==> src/rtl/rope_pkg.sv <==
// Shared constants and elaboration-time coefficient functions for the rotary embedding core.
package rope_pkg;

    localparam int MANT_STEPS = 24;
    localparam int ROT_STEPS  = 16;
    localparam int PADDR_W    = 3;

    localparam logic [21:0] LOG2_BASE_RST      = 22'd870829;
    localparam logic [3:0]  HEAD_SIZE_LOG2_RST = 4'd7;
    localparam logic [29:0] INV_TWO_PI_Q32     = 30'd683565276;
    localparam logic signed [31:0] ONE_Q30     = 32'sd1073741824;
    localparam logic signed [31:0] NEG_ONE_Q30 = -32'sd1073741824;

    // Register indexes, taken from the word address of the APB port.
    localparam logic REG_LOG2_BASE      = 1'b0;
    localparam logic REG_HEAD_SIZE_LOG2 = 1'b1;

    function automatic logic [63:0] rope_isqrt(input logic [63:0] val);
        logic [63:0] v;
        logic [63:0] r;
        logic [63:0] b;
        v = val;
        r = '0;
        b = 64'h4000_0000_0000_0000;
        for (int it = 0; it < 32; it++) begin
            if (v >= r + b) begin
                v = v - (r + b);
                r = (r >> 1) + b;
            end else begin
                r = r >> 1;
            end
            b = b >> 2;
        end
        return r;
    endfunction

    // Restoring long division, used only for constant tables.
    function automatic logic [63:0] rope_udiv(input logic [63:0] num, input logic [63:0] den);
        logic [63:0] q;
        logic [64:0] rem;
        q   = '0;
        rem = '0;
        for (int bi = 63; bi >= 0; bi--) begin
            rem = {rem[63:0], num[bi]};
            if (rem >= {1'b0, den}) begin
                rem   = rem - {1'b0, den};
                q[bi] = 1'b1;
            end
        end
        return q;
    endfunction

    // Multiplier for 2^-(2^-k) in Q32.
    function automatic logic [31:0] rope_pow_coef(input int k);
        logic [63:0] t;
        t = rope_isqrt(64'h8000_0000_0000_0000);
        for (int j = 1; j < k; j++) begin
            t = rope_isqrt(t << 32);
        end
        return t[31:0];
    endfunction

    // Cosine and sine of pi/2^(j+2) in Q30, packed as {cos, sin}.
    function automatic logic [63:0] rope_rot_coef(input int j);
        logic [63:0] tc;
        logic [63:0] ts;
        logic [63:0] nc;
        tc = rope_isqrt(64'h0800_0000_0000_0000);
        ts = tc;
        for (int q = 1; q <= j; q++) begin
            nc = rope_isqrt(((64'h4000_0000 + tc) >> 1) << 30);
            ts = rope_udiv(ts << 30, nc << 1);
            tc = nc;
        end
        return {tc[31:0], ts[31:0]};
    endfunction

endpackage

==> src/rtl/rope_apb_regs.sv <==
// APB configuration registers: log2 of the rotation base and log2 of the head size.
module rope_apb_regs
    import rope_pkg::*;
(
    input  logic               i_clk,
    input  logic               i_rst_n,
    input  logic               psel,
    input  logic               penable,
    input  logic               pwrite,
    input  logic [PADDR_W-1:0] paddr,
    input  logic [31:0]        pwdata,
    output logic [31:0]        prdata,
    output logic               pready,
    output logic [21:0]        o_log2_base,
    output logic [3:0]         o_head_size_log2
);
    logic [21:0] r_log2_base;
    logic [3:0]  r_head_size_log2;
    logic        reg_sel;

    assign reg_sel = paddr[2];
    assign pready  = 1'b1;

    always_ff @(posedge i_clk) begin
        if (!i_rst_n) begin
            r_log2_base      <= LOG2_BASE_RST;
            r_head_size_log2 <= HEAD_SIZE_LOG2_RST;
        end else if (psel && penable && pwrite) begin
            unique case (reg_sel)
                REG_LOG2_BASE:      r_log2_base      <= pwdata[21:0];
                REG_HEAD_SIZE_LOG2: r_head_size_log2 <= pwdata[3:0];
            endcase
        end
    end

    always_comb begin
        unique case (reg_sel)
            REG_LOG2_BASE:      prdata = {10'd0, r_log2_base};
            REG_HEAD_SIZE_LOG2: prdata = {28'd0, r_head_size_log2};
        endcase
    end

    assign o_log2_base      = r_log2_base;
    assign o_head_size_log2 = r_head_size_log2;
endmodule

==> config.mk <==
export PLATFORM = sky130hd
export DESIGN_NAME = rope_apb_regs
export DESIGN_NICKNAME = d
export VERILOG_FILES = /design/src/rtl/rope_pkg.sv /design/src/rtl/rope_apb_regs.sv
export SDC_FILE = /design/constraint.sdc
export NUM_CORES = 1
export LEC_CHECK = 0
export ABC_AREA = 1
export BUFFER_PORTS_ARGS = -buffer_cell sky130_fd_sc_hd__buf_4
export CORE_MARGIN = 8
export CORE_UTILIZATION = 43
export DETAILED_ROUTE_END_ITERATION = 8
export GPL_TIMING_DRIVEN = 0
export PLACE_DENSITY = 0.81
export SLEW_MARGIN = 20
export SYNTH_ARGS = -nofsm -noshare
export SYNTH_HDL_FRONTEND = slang
export SYNTH_SLANG_ARGS = --single-unit
export TNS_END_PERCENT = 10
==> constraint.sdc <==
create_clock -name i_clk -period 1.7 [get_ports i_clk]
set_clock_uncertainty 0.2 [all_clocks]
set_input_delay 0.255 -clock i_clk [delete_from_list [all_inputs] [get_ports i_clk]]
set_output_delay 0.255 -clock i_clk [all_outputs]
set_load 0.01 [all_outputs]
==> flow_summary.toml <==
[cells_and_area]
nets = 349
fillCellCount = 272
layout_common_cells = "85 x buf_4, 54 x nand2_1, 42 x nor2_1"
drive_above_1_share_pct = 33.8
antennaDiodeCount = 0
syn2layout_area_growth_pct = 60.5
utilization_pct = 71.8
final_common_cell = "buf_4"

[pwr]
p_total_mw = 1.39
p_leak_nw = 1.24
peakVddDrop_uv = 320
pwr_density_cell_mw_per_mm2 = 638

[die]
core_mm2 = 0.00303
dieArea_mm2 = 0.00520
start_util_pct = 44.7
pin_count = 99
num_rows = 20
dieWidth_um = 72.1
die_h_um = 72.1

[routing]
via_per_inst = 4.24
wl_per_cell_um = 11.3
routed_wl_um = 3990
first_iter_violations = 78
vias = 1491
route.detailed.drc = 0
dr.pass1.iters = 6
ant_nets = 0

[cts]
postCtsSetupBuffers = 0
cts_buffers = 3
clk_latency_ps = 320
cts_sinks = 26
cts_tree = "yes"
clk_path_buf_depth = 2
htreeDepth = 1
cts-root-buf = "clkbuf_4"
path_clk_slew_ps = 150

[timing]
rsz0062_at_grt = "false"
drv_slew = 0
fmax_mhz = 688
hold_viol = 0
final.min_clock_period_ps = 1450
finalSetupTns_ps = 0
final.period_utilization_pct = 85.5
setup_slack_ps = 247
setup_viol = 0

[global_routing]
grt_first_pass_wirelength_um = 6320
first_global_vias = 1381
grt_usage_pct = 14.8
antenna_found_initial = 0
grt_max_degree = 16
grt.overflow.total = 0

[worst_hold_path]
hold_path.startpoint = "paddr[2]"
min_path_type = "input port to flip-flop"

[synth]
yosysSeqAreaShare_pct = 38.4
yosysWarnings = 0
synth_cell_types = 15
ys_ff_latch = 26
syn_inst = 209
synth.avg_cell_area_um2 = 6.48
syn_area_mm2 = 0.00135

[setup_path]
start_kind = "input port"
cp-end-kind = "flip-flop"
path_cells = "dlygate4sd3_1 -> buf_2 -> clkbuf_1 -> nand3_1"
worst-setup-path-type = "input port to flip-flop"
worstPathRequired_ps = 1710
cp.buffers_inverters = 3
worstSetupStartpoint = "i_rst_n"
worstPathArrival_ps = 1470
worstPathMaxFanout = 10
cpPeakStageDelay_ps = 520
crit_slowest_cell = "dlygate4sd3_1"
r2r_start = "o_head_size_log2[3]"
critPathTopFamily = "buffers and inverters"

[job]
cap_violations = 0

[placement]
place.gp.congestion = 0.777
dp_slack_ps = 336
dpl.hpwl_um = 3020
place.port_buffers = 73

[status]
status = "finished, final reports clean"
==> logic make-up after synthesis <==
family	Yosys count	share of synthesized area, %
DFF	26	38.4
other	2	0.555
buffers and inverters	54	21.4
and+or+nand+nor	127	39.6
==> worst register-to-register path, stage by stage (launching register included) <==
cell and delay [ps]:
dfxtp_1 400, nor2_1 60, nor2_1 90
==> what timing repair did <==
action / 4_1_cts / 5_1_grt
hold buffers: 12 / 1
gates resized for setup: 0 / 0
endpoints found under the hold margin: 14 / 1
==> cell type report <==
| class | count | area, um2 | area share, % |
|---|---|---|---|
| buffer | 22 | 170 | 7.83 |
| clock buffer | 3 | 22.5 | 1.04 |
| clock inverter | 1 | 30.0 | 1.38 |
| inverter | 32 | 120 | 5.53 |
| multi-input combinational | 138 | 577 | 26.5 |
| sequential | 26 | 520 | 23.9 |
| tap | 44 | 55.1 | 2.53 |
| timing repair buffer | 86 | 678 | 31.2 |
==> power breakdown <==
part	switching, mW	total, mW	leakage (nW)	internal (mW)
clock	0.183	0.421	0.0279	0.238
combinational	0.149	0.319	0.997	0.170
sequential	0.0159	0.647	0.212	0.631
==> registers in the layout, summed over array words and instances (netlist names) <==
register,count
o_log2_base,22
o_head_size_log2,4
==> worst paths after layout <==
check	to	slack [ps]	cells past startpoint
hold reg to reg	o_log2_base[3]	290	2
hold / removal	o_head_size_log2[3]	40	4
setup / recovery	o_log2_base[0]	250	4
setup reg to reg	o_head_size_log2[3]	910	2
==> cells in the mapped netlist <==
library cell	instances	area, um2
buf_4	12	90.1
clkbuf_1	1	3.75
nand2_2	1	6.26
inv_1	31	116
nand2_1	54	203
nand3_2	1	10.0
dfxtp_1	26	521
nor2_1	42	158
nand3_1	26	130
nor2_4	2	22.5
buf_6	5	56.3
buf_2	4	20.0
nor2_2	1	6.26
inv_2	1	3.75
conb_1	2	7.51
==> routing by layer <==
layer	up-vias	wire, um	GRT usage, %
li1	790	-	-
met1	642	1620	16.6
met2	57	2000	26.1
met3	2	357	4.96
met4	0	16	3.40
met5	-	0	0
==> through the flow <==
stage / cells / hold WS (ps) / cell area [um2]
2_1_floorplan: 218 / 181 / 1390
3_3_place_gp: 335 / 266 / 1990
3_5_place_dp: 335 / 268 / 1990
4_1_cts: 351 / 9.71 / 2160
5_1_grt: 352 / 56.5 / 2170
6_report: 352 / 36.8 / 2170
Note: power is estimated with default switching activity, not from simulation.
